## src/hw/rtl/bfsa_pkg.sv

```systemverilog
// ----------------------------------------------------------------------------
// bfsa_pkg
// shared constants and types of the best-fit segment allocator
// ----------------------------------------------------------------------------
package bfsa_pkg;

  localparam int FREE_ENTRIES = 64;
  localparam int HEADER_BYTES = 24;
  localparam int ADDR_W       = 32;
  localparam int SIZE_W       = 24;
  localparam int IDX_W        = $clog2(FREE_ENTRIES);
  localparam int CNT_W        = $clog2(FREE_ENTRIES + 1);
  localparam int MS_W         = SIZE_W + 2;
  localparam int DATA_W       = ADDR_W + SIZE_W;
  localparam int TDATA_W      = ((DATA_W + 7) / 8) * 8;

  // command codes
  localparam logic CMD_ALLOC = 1'b0;
  localparam logic CMD_FREE  = 1'b1;

  // configuration register indexes
  localparam logic CFG_HEAP_BASE  = 1'b0;
  localparam logic CFG_HEAP_LIMIT = 1'b1;

  // result status codes
  localparam logic [2:0] STAT_REUSE = 3'd0;
  localparam logic [2:0] STAT_GROW  = 3'd1;
  localparam logic [2:0] STAT_FREED = 3'd2;
  localparam logic [2:0] STAT_EXH   = 3'd3;
  localparam logic [2:0] STAT_FULL  = 3'd4;

  // one free-table entry
  typedef struct packed {
    logic [ADDR_W-1:0] hdr;
    logic [SIZE_W-1:0] size;
  } seg_t;

  // table access from the sequencer
  typedef struct packed {
    logic             we;
    logic [IDX_W-1:0] waddr;
    seg_t             wdata;
    logic [IDX_W-1:0] raddr;
  } tbl_req_t;

endpackage

```

## src/hw/rtl/bfsa_ctrl.sv

```systemverilog
// ----------------------------------------------------------------------------
// bfsa_ctrl
// sequencer: best-fit scan, ordered insert, coalescing and entry shifts
// ----------------------------------------------------------------------------
module bfsa_ctrl (
  input  logic                          clk_i,
  input  logic                          rst_ni,
  input  logic                          in_valid_i,
  output logic                          in_ready_o,
  input  logic                          in_cmd_i,
  input  logic [bfsa_pkg::SIZE_W-1:0]   in_size_i,
  input  logic [bfsa_pkg::ADDR_W-1:0]   in_addr_i,
  input  logic [bfsa_pkg::ADDR_W-1:0]   heap_base_i,
  input  logic [bfsa_pkg::ADDR_W-1:0]   heap_limit_i,
  output logic                          res_valid_o,
  input  logic                          res_ready_i,
  output logic [bfsa_pkg::ADDR_W-1:0]   res_addr_o,
  output logic [bfsa_pkg::SIZE_W-1:0]   res_size_o,
  output logic [2:0]                    res_status_o,
  output bfsa_pkg::tbl_req_t            tbl_req_o,
  input  bfsa_pkg::seg_t                tbl_rdata_i
);

  localparam int AW = bfsa_pkg::ADDR_W;
  localparam int SW = bfsa_pkg::SIZE_W;
  localparam int IW = bfsa_pkg::IDX_W;
  localparam int CW = bfsa_pkg::CNT_W;
  localparam int MW = bfsa_pkg::MS_W;
  localparam logic [AW-1:0] HDR_A = AW'(bfsa_pkg::HEADER_BYTES);
  localparam logic [SW-1:0] HDR_S = SW'(bfsa_pkg::HEADER_BYTES);
  localparam logic [MW-1:0] HDR_M = MW'(bfsa_pkg::HEADER_BYTES);
  localparam logic [MW-1:0] SIZE_MAX_M = MW'({SW{1'b1}});

  typedef enum logic [3:0] {
    ST_IDLE, ST_A_SCAN, ST_A_PICK, ST_A_GROW1, ST_A_GROW2,
    ST_F_SCAN, ST_F_MRGR, ST_F_MRGL, ST_F_APPLY, ST_F_WRITE,
    ST_MOVE, ST_DONE
  } state_e;

  state_e          state_q, state_d;
  logic [SW-1:0]   size_q, size_d;
  logic [AW-1:0]   b_q, b_d;
  logic [CW-1:0]   cnt_q, cnt_d;
  logic [AW-1:0]   used_q, used_d;
  logic [CW-1:0]   rd_q, rd_d;
  logic            pend_q, pend_d;
  logic [IW-1:0]   cidx_q, cidx_d;
  logic            best_found_q, best_found_d;
  logic [IW-1:0]   best_idx_q, best_idx_d;
  bfsa_pkg::seg_t  best_q, best_d;
  logic [CW-1:0]   p_q, p_d;
  bfsa_pkg::seg_t  prev_q, prev_d;
  logic            prev_valid_q, prev_valid_d;
  bfsa_pkg::seg_t  nxt_q, nxt_d;
  logic            nxt_valid_q, nxt_valid_d;
  logic            rm_q, rm_d;
  logic [SW-1:0]   ms_q, ms_d;
  logic            lm_q, lm_d;
  logic [SW-1:0]   lsize_q, lsize_d;
  logic [AW:0]     hsum_q, hsum_d;
  logic [IW-1:0]   mv_rd_q, mv_rd_d;
  logic [IW-1:0]   mv_last_q, mv_last_d;
  logic            mv_up_q, mv_up_d;
  logic            mv_issue_q, mv_issue_d;
  logic            mv_new_q, mv_new_d;
  logic [AW-1:0]   res_addr_q, res_addr_d;
  logic [SW-1:0]   res_size_q, res_size_d;
  logic [2:0]      res_status_q, res_status_d;

  // next-state and datapath
  always_comb begin
    logic           issue;
    logic           take;
    logic           nb_found;
    logic [SW-1:0]  nb_size;
    logic           last;
    logic [AW+1:0]  gend;
    logic [AW-1:0]  nend;
    logic [MW-1:0]  msum;
    logic [AW-1:0]  pend_addr;
    bfsa_pkg::seg_t e;

    state_d      = state_q;
    size_d       = size_q;
    b_d          = b_q;
    cnt_d        = cnt_q;
    used_d       = used_q;
    rd_d         = rd_q;
    pend_d       = pend_q;
    cidx_d       = cidx_q;
    best_found_d = best_found_q;
    best_idx_d   = best_idx_q;
    best_d       = best_q;
    p_d          = p_q;
    prev_d       = prev_q;
    prev_valid_d = prev_valid_q;
    nxt_d        = nxt_q;
    nxt_valid_d  = nxt_valid_q;
    rm_d         = rm_q;
    ms_d         = ms_q;
    lm_d         = lm_q;
    lsize_d      = lsize_q;
    hsum_d       = hsum_q;
    mv_rd_d      = mv_rd_q;
    mv_last_d    = mv_last_q;
    mv_up_d      = mv_up_q;
    mv_issue_d   = mv_issue_q;
    mv_new_d     = mv_new_q;
    res_addr_d   = res_addr_q;
    res_size_d   = res_size_q;
    res_status_d = res_status_q;

    issue     = 1'b0;
    take      = 1'b0;
    nb_found  = 1'b0;
    nb_size   = '0;
    last      = 1'b0;
    gend      = '0;
    nend      = '0;
    msum      = '0;
    pend_addr = '0;
    e         = tbl_rdata_i;

    tbl_req_o.we    = 1'b0;
    tbl_req_o.waddr = '0;
    tbl_req_o.wdata = '0;
    tbl_req_o.raddr = rd_q[IW-1:0];
    in_ready_o      = 1'b0;
    res_valid_o     = 1'b0;

    case (state_q)
      ST_IDLE: begin
        in_ready_o = 1'b1;
        if (in_valid_i) begin
          size_d       = in_size_i;
          b_d          = in_addr_i - HDR_A;
          rd_d         = '0;
          pend_d       = 1'b0;
          best_found_d = 1'b0;
          prev_valid_d = 1'b0;
          nxt_valid_d  = 1'b0;
          p_d          = '0;
          if (in_cmd_i == bfsa_pkg::CMD_ALLOC) begin
            state_d = (cnt_q == '0) ? ST_A_GROW1 : ST_A_SCAN;
          end else if (cnt_q == CW'(bfsa_pkg::FREE_ENTRIES)) begin
            res_addr_d   = '0;
            res_size_d   = '0;
            res_status_d = bfsa_pkg::STAT_FULL;
            state_d      = ST_DONE;
          end else begin
            state_d = (cnt_q == '0) ? ST_F_MRGR : ST_F_SCAN;
          end
        end
      end

      // best-fit scan, one entry compared per cycle
      ST_A_SCAN: begin
        issue  = (rd_q < cnt_q);
        if (issue) begin
          rd_d = rd_q + 1'b1;
        end
        pend_d = issue;
        cidx_d = rd_q[IW-1:0];
        if (pend_q) begin
          take     = (e.size >= size_q) && (!best_found_q || e.size < best_q.size);
          nb_found = best_found_q | take;
          nb_size  = take ? e.size : best_q.size;
          if (take) begin
            best_found_d = 1'b1;
            best_idx_d   = cidx_q;
            best_d       = e;
          end
          last = ({1'b0, cidx_q} == cnt_q - 1'b1);
          if ((nb_found && nb_size == size_q) || last) begin
            state_d = ST_A_PICK;
          end
        end
      end

      // split the winner's tail off or take it whole
      ST_A_PICK: begin
        if (!best_found_q) begin
          state_d = ST_A_GROW1;
        end else if ({1'b0, best_q.size} > {1'b0, size_q} + {1'b0, HDR_S}) begin
          tbl_req_o.we         = 1'b1;
          tbl_req_o.waddr      = best_idx_q;
          tbl_req_o.wdata.hdr  = best_q.hdr;
          tbl_req_o.wdata.size = best_q.size - size_q - HDR_S;
          res_addr_d   = best_q.hdr + AW'(best_q.size) + HDR_A - AW'(size_q);
          res_size_d   = size_q;
          res_status_d = bfsa_pkg::STAT_REUSE;
          state_d      = ST_DONE;
        end else begin
          res_addr_d   = best_q.hdr + HDR_A;
          res_size_d   = best_q.size;
          res_status_d = bfsa_pkg::STAT_REUSE;
          cnt_d        = cnt_q - 1'b1;
          if ({1'b0, best_idx_q} + 1'b1 < cnt_q) begin
            mv_rd_d    = best_idx_q + 1'b1;
            mv_last_d  = IW'(cnt_q - 1'b1);
            mv_up_d    = 1'b0;
            mv_issue_d = 1'b1;
            mv_new_d   = 1'b0;
            pend_d     = 1'b0;
            state_d    = ST_MOVE;
          end else begin
            state_d = ST_DONE;
          end
        end
      end

      // heap growth: header address first, then end address and limit check
      ST_A_GROW1: begin
        hsum_d  = {1'b0, heap_base_i} + {1'b0, used_q};
        state_d = ST_A_GROW2;
      end

      ST_A_GROW2: begin
        gend = {1'b0, hsum_q} + (AW+2)'(bfsa_pkg::HEADER_BYTES) + (AW+2)'(size_q);
        if (gend > {2'b00, heap_limit_i}) begin
          res_addr_d   = '0;
          res_size_d   = '0;
          res_status_d = bfsa_pkg::STAT_EXH;
        end else begin
          used_d       = used_q + HDR_A + AW'(size_q);
          res_addr_d   = hsum_q[AW-1:0] + HDR_A;
          res_size_d   = size_q;
          res_status_d = bfsa_pkg::STAT_GROW;
        end
        state_d = ST_DONE;
      end

      // find the insert position and capture both neighbours
      ST_F_SCAN: begin
        issue  = (rd_q < cnt_q);
        if (issue) begin
          rd_d = rd_q + 1'b1;
        end
        pend_d = issue;
        cidx_d = rd_q[IW-1:0];
        if (pend_q) begin
          if (e.hdr <= b_q) begin
            prev_d       = e;
            prev_valid_d = 1'b1;
            if ({1'b0, cidx_q} == cnt_q - 1'b1) begin
              p_d     = cnt_q;
              state_d = ST_F_MRGR;
            end
          end else begin
            p_d         = {1'b0, cidx_q};
            nxt_d       = e;
            nxt_valid_d = 1'b1;
            state_d     = ST_F_MRGR;
          end
        end
      end

      // merge with the following segment
      ST_F_MRGR: begin
        nend    = b_q + HDR_A + AW'(size_q);
        msum    = MW'(size_q) + MW'(nxt_q.size) + HDR_M;
        rm_d    = nxt_valid_q && (nxt_q.hdr == nend) && (msum <= SIZE_MAX_M);
        ms_d    = (nxt_valid_q && (nxt_q.hdr == nend) && (msum <= SIZE_MAX_M))
                  ? msum[SW-1:0] : size_q;
        state_d = ST_F_MRGL;
      end

      // merge with the preceding segment
      ST_F_MRGL: begin
        pend_addr = prev_q.hdr + HDR_A + AW'(prev_q.size);
        msum      = MW'(prev_q.size) + MW'(ms_q) + HDR_M;
        lm_d      = prev_valid_q && (pend_addr == b_q) && (msum <= SIZE_MAX_M);
        lsize_d   = msum[SW-1:0];
        state_d   = ST_F_APPLY;
      end

      ST_F_APPLY: begin
        res_addr_d   = '0;
        res_size_d   = '0;
        res_status_d = bfsa_pkg::STAT_FREED;
        pend_d       = 1'b0;
        if (lm_q) begin
          tbl_req_o.we         = 1'b1;
          tbl_req_o.waddr      = IW'(p_q - 1'b1);
          tbl_req_o.wdata.hdr  = prev_q.hdr;
          tbl_req_o.wdata.size = lsize_q;
          state_d              = ST_DONE;
          if (rm_q) begin
            cnt_d = cnt_q - 1'b1;
            if (p_q + 1'b1 < cnt_q) begin
              mv_rd_d    = IW'(p_q + 1'b1);
              mv_last_d  = IW'(cnt_q - 1'b1);
              mv_up_d    = 1'b0;
              mv_issue_d = 1'b1;
              mv_new_d   = 1'b0;
              state_d    = ST_MOVE;
            end
          end
        end else if (rm_q) begin
          tbl_req_o.we         = 1'b1;
          tbl_req_o.waddr      = p_q[IW-1:0];
          tbl_req_o.wdata.hdr  = b_q;
          tbl_req_o.wdata.size = ms_q;
          state_d              = ST_DONE;
        end else begin
          cnt_d = cnt_q + 1'b1;
          if (p_q < cnt_q) begin
            mv_rd_d    = IW'(cnt_q - 1'b1);
            mv_last_d  = p_q[IW-1:0];
            mv_up_d    = 1'b1;
            mv_issue_d = 1'b1;
            mv_new_d   = 1'b1;
            state_d    = ST_MOVE;
          end else begin
            state_d = ST_F_WRITE;
          end
        end
      end

      ST_F_WRITE: begin
        tbl_req_o.we         = 1'b1;
        tbl_req_o.waddr      = p_q[IW-1:0];
        tbl_req_o.wdata.hdr  = b_q;
        tbl_req_o.wdata.size = size_q;
        state_d              = ST_DONE;
      end

      // shift a run of entries by one place, read ahead of write
      ST_MOVE: begin
        tbl_req_o.raddr = mv_rd_q;
        if (mv_issue_q) begin
          if (mv_rd_q == mv_last_q) begin
            mv_issue_d = 1'b0;
          end else begin
            mv_rd_d = mv_up_q ? mv_rd_q - 1'b1 : mv_rd_q + 1'b1;
          end
        end
        pend_d = mv_issue_q;
        cidx_d = mv_rd_q;
        if (pend_q) begin
          tbl_req_o.we    = 1'b1;
          tbl_req_o.waddr = mv_up_q ? cidx_q + 1'b1 : cidx_q - 1'b1;
          tbl_req_o.wdata = e;
        end
        if (!mv_issue_q && !pend_q) begin
          state_d = mv_new_q ? ST_F_WRITE : ST_DONE;
        end
      end

      ST_DONE: begin
        res_valid_o = 1'b1;
        if (res_ready_i) begin
          state_d = ST_IDLE;
        end
      end

      default: begin
        state_d = ST_IDLE;
      end
    endcase
  end

  // state, counters and control flags under reset
  always_ff @(posedge clk_i or negedge rst_ni) begin
    if (!rst_ni) begin
      state_q    <= ST_IDLE;
      cnt_q      <= '0;
      used_q     <= '0;
      pend_q     <= 1'b0;
      mv_issue_q <= 1'b0;
    end else begin
      state_q    <= state_d;
      cnt_q      <= cnt_d;
      used_q     <= used_d;
      pend_q     <= pend_d;
      mv_issue_q <= mv_issue_d;
    end
  end

  // payload registers
  always_ff @(posedge clk_i) begin
    size_q       <= size_d;
    b_q          <= b_d;
    rd_q         <= rd_d;
    cidx_q       <= cidx_d;
    best_found_q <= best_found_d;
    best_idx_q   <= best_idx_d;
    best_q       <= best_d;
    p_q          <= p_d;
    prev_q       <= prev_d;
    prev_valid_q <= prev_valid_d;
    nxt_q        <= nxt_d;
    nxt_valid_q  <= nxt_valid_d;
    rm_q         <= rm_d;
    ms_q         <= ms_d;
    lm_q         <= lm_d;
    lsize_q      <= lsize_d;
    hsum_q       <= hsum_d;
    mv_rd_q      <= mv_rd_d;
    mv_last_q    <= mv_last_d;
    mv_up_q      <= mv_up_d;
    mv_new_q     <= mv_new_d;
    res_addr_q   <= res_addr_d;
    res_size_q   <= res_size_d;
    res_status_q <= res_status_d;
  end

  assign res_addr_o   = res_addr_q;
  assign res_size_o   = res_size_q;
  assign res_status_o = res_status_q;

endmodule

```

## config.mk

```make
export PLATFORM = sky130hd
export DESIGN_NAME = bfsa_ctrl
export DESIGN_NICKNAME = d
export VERILOG_FILES = /design/src/hw/rtl/bfsa_pkg.sv /design/src/hw/rtl/bfsa_ctrl.sv
export SDC_FILE = /design/constraint.sdc
export NUM_CORES = 2
export LEC_CHECK = 0
export ABC_CLOCK_PERIOD_IN_PS = 10900
export BUFFER_PORTS_ARGS = -buffer_cell sky130_fd_sc_hd__buf_2
export CORE_ASPECT_RATIO = 0.7
export CORE_MARGIN = 3
export CORE_UTILIZATION = 25
export CTS_BUF_LIST = sky130_fd_sc_hd__clkbuf_16
export DETAILED_ROUTE_END_ITERATION = 7
export PLACE_DENSITY = 0.47
export RECOVER_POWER = 100
export SYNTH_ARGS = -nofsm -noshare
export SYNTH_HDL_FRONTEND = slang
export SYNTH_SLANG_ARGS = --single-unit
export TNS_END_PERCENT = 1
```

## constraint.sdc

```tcl
create_clock -name clk_i -period 10.9 [get_ports clk_i]
set_input_delay 1.635 -clock clk_i [delete_from_list [all_inputs] [get_ports clk_i]]
set_output_delay 1.635 -clock clk_i [all_outputs]
set_load 0.02 [all_outputs]
```

==> results list <==
* Boundary Pins: 311
- The number of antenna violations at the first check in global routing came to 30.
* Startpoint of the tightest hold check path: used_q[31]
- For this design the ratio of total power to cell area is 222 nW/µm².
- Worst Path Required: 9.27 ns
- The worst setup path is captured at a primary output.
- GR Overflow Total: 0
* Net count of the mapped netlist: 4991
- Worst Hold Depth: 1
- Standard cell core area: 159000 µm²
- DRC violations left: 8
- DP HPWL: about 140000 µm
* Count of placed standard cells in the final layout, fillers left out: roughly 6600
* Effective utilization at floorplan: 0.252
- In the routed layout, each cell is associated on average with a via count of 5.24.
- Wires add up to 176000 µm.
- Measured in cells, the most critical reg-to-reg path has a length of 21.
- Tracing the worst setup path back leads to its startpoint at size_q[6].
- The worst register-to-register path begins at size_q[4].
- Depth of the CTS H-tree: 2
- Vias in the first global route: 32293
- Fill cells in the final layout number ~17000.
- Synth cell types: 81
* Total via count after detailed routing: 34793
- Avg Inst Size Synth: approximately 9.6 µm²
* Syn-to-layout area delta: 14.2%
- Between clock sinks in the finished design, the worst skew comes to 0.0788 ns.
- Max Cap Violations: 16
- Maximum number of pins on one net before global-route repair: 62
- TritonCTS built the clock tree.
- The critical path is of the register to primary output type.
- Longest individual stage delay on the worst path: about 1.1 ns
* Port buffer count: between 300 and 400
- Bufs on Longest Clock Path: 3
- In the final layout, the share of cells above drive strength 1 is 0.0604.
- Inst Count DP: 6527
* First-pass GRT wire length: 245000 µm
* Top flip-flop cell by instance count after synthesis: edfxtp_1
- The clock drives between 400 and 500 sinks.
* Largest delay share family, worst path: buffers and inverters
- Design Power: ~0.010 W
- Sum Neg Setup Slack: 0 ns
- Worst Tran Pin Value: roughly 4.0 ns
- In this run the clock root is driven by a clkbuf_16.
- Data on the critical path arrives at its endpoint at 7.94 ns.
- Final critical-path share of the clock period: 0.878
* Gate count of the mapped netlist: 4153
* Total number of placement rows: 122
- Worst hold-check path type: register to register
- Number of nets with antenna violations after routing: 0
- Slowest cell on crit path: clkbuf_1
- Number of buffers added to fix hold violations after cts: 0
- In this run the tightest slew margin relative to its limit is -1.64.
* Fmax: 104 MHz
* TritonCTS buffer count: 53
* Final Slew Violations: 513
* Maximum VDD drop: 0.158 mV
- Once the clock tree was built, the setup fixing pass inserted 0 buffers.
- Worst-skew pair later-pin latency: 0.71 ns
* Commonest non-fill, non-tap cell in the layout: ha_1
- Summing all multi-input logic gate instances after layout gives 24900 µm².
* Cell depth of the worst setup path: 20
- Series of cell instances along the critical path: clkbuf_1 -> clkinv_1 -> nor3_1 -> and3_1 -> o21ai_0 -> nor2_1 -> nand4_1 -> xnor2_1 -> ha_1 -> nand4_1 -> nor2_1 -> and3_1 -> a21oi_1 -> o221ai_1 -> o211a_2 -> buf_4 -> and3_1 -> clkbuf_1 -> a31o_2 -> clkbuf_1
* Aggregate global-route resource usage: 0.206
- First drt pass iteration count: 8
- Width of the die: 484 µm
* Violated checks: DRC, capacitance limit, slew limit
- Die span in y: 341 µm
* Routed wire per std cell: 26.6 µm
- After clock tree synthesis, the clock-pin slew on the worst setup and hold paths is ~0.070 ns.
- At the end of the flow, the number of nets in the layout was between 5000 and 6000.
- Final GP Congestion: 0.931
* Total of endpoints with negative setup slack in the final report: 0
- Area of the mapped netlist: roughly 40000 µm²
* YS warnings: 0
- The number of buffers and inverters on the critical path is 5.
* 1st-iter DRT viols: 4065
* Proportion of synthesized flip-flops having asynchronous set or reset: 0.0993
- Final Critical Period: 9.57 ns
* Number of enable-type register cells in the synthesized netlist: 408
- Setup repair after global routing left no endpoint under its margin.
- Synthesized flop and latch total: between 400 and 500
* Total die area: between 150000 and 200000 µm²
- The top cell types in the final layout, fill and taps aside, are ha_1 (622), edfxtp_1 (408), inv_1 (366).
- Leakage dissipation: 19.1 nW
- Registers take 13400 µm².
- Of all nets on the critical path, the largest fanout is 57.
* Number of hold violations in the final report: 0
* Worst setup SP type: register
- Result of the run: complete, but fails checks
* Resized Gates After CTS: 0
- The share of the Yosys chip area taken by registers is 0.334.
==> cell type report <==
cell class / instances / area share
Inverter: 363 / 0.0298
Clock buffer: 53 / 0.0290
Tap cell: 2108 / 0.0577
Multi-Input combinational cell: 3233 / 0.545
Timing Repair Buffer: 371 / 0.0365
Clock inverter: 45 / 0.00879
Antenna cell: 10 / 0.000547
Sequential cell: 453 / 0.293
==> power by group <==
part	total [W]	switching, W	internal (W)	leakage, nW
clock	0.00186	0.000871	0.000991	0.858
combinational	0.00547	0.00346	0.00202	14.0
sequential	0.00279	0.000395	0.00240	4.27
==> through the flow <==
| step | area (µm²) | hold WS, ns | setup WS (ns) | util |
|---|---|---|---|---|
| finish | 45700 | 0.530 | 1.33 | 0.288 |
| global route | 45700 | 0.551 | 1.12 | 0.288 |
| detailed placement | 44300 | 0.505 | 3.31 | 0.280 |
| floorplan | 40000 | 0.449 | 4.22 | - |
| CTS | 46100 | 0.519 | 2.56 | 0.290 |
| global placement | 44300 | 0.496 | 3.44 | 0.280 |
==> synthesized netlist by cell type (all sizes together), types with 99 or more instances <==
| cell type | count | area, µm² |
|---|---|---|
| inv | 359 | 1350 |
| o21ai | 204 | 1020 |
| nor3 | 99 | 495 |
| a21o | 121 | 908 |
| a21oi | 286 | 1430 |
| nand2 | 269 | 1010 |
| edfxtp | 408 | 12300 |
| ha | 622 | 7780 |
| nor2 | 235 | 882 |
| xor2 | 143 | 1250 |
| xnor2 | 258 | 2260 |
| nand3 | 101 | 505 |
==> state kept, by name, indices dropped and copies added, names as in the netlist, 7 cells and up <==
register    cells
best_q         56
cnt_q           7
nxt_q          56
hsum_q         33
rd_q            7
b_q            32
prev_q         56
lsize_q        24
p_q             7
ms_q           24
used_q         32
res_addr_o     32
size_q         24
res_size_o     24
==> per-layer routing <==
layer,vias up,GRT usage,part of all wire
met4,12,0.0456,0.024
met3,200,0.0538,0.10
met5,-,0,0.00040
met2,1580,0.290,0.40
met1,16917,0.309,0.47
li1,16084,-,-
==> kinds of logic (layout without fill, tap and decap cells) <==
group | count (synthesis) | count (layout) | synth area share
xor+xnor | 401 | 401 | 0.0877
buf+inv | 467 | 832 | 0.0441
other cells | 0 | 10 | 0
fa+ha+maj | 657 | 657 | 0.212
mux | 54 | 54 | 0.0141
flops | 453 | 453 | 0.334
simple gates | 1024 | 1024 | 0.124
compound gates | 1097 | 1097 | 0.183
==> path summary, 6_finish.rpt <==
| check | endpoint | slack (ns) |
|---|---|---|
| min | used_q[31] | 0.53 |
| max in group asynchronous | cnt_q[0] | 7.09 |
| min in group asynchronous | used_q[30] | 2.03 |
| min reg2reg | used_q[31] | 0.53 |
| max reg2reg | used_q[0] | 2.06 |
| max | tbl_req_o[20] | 1.33 |
Note: power is estimated with default switching activity, not from simulation.
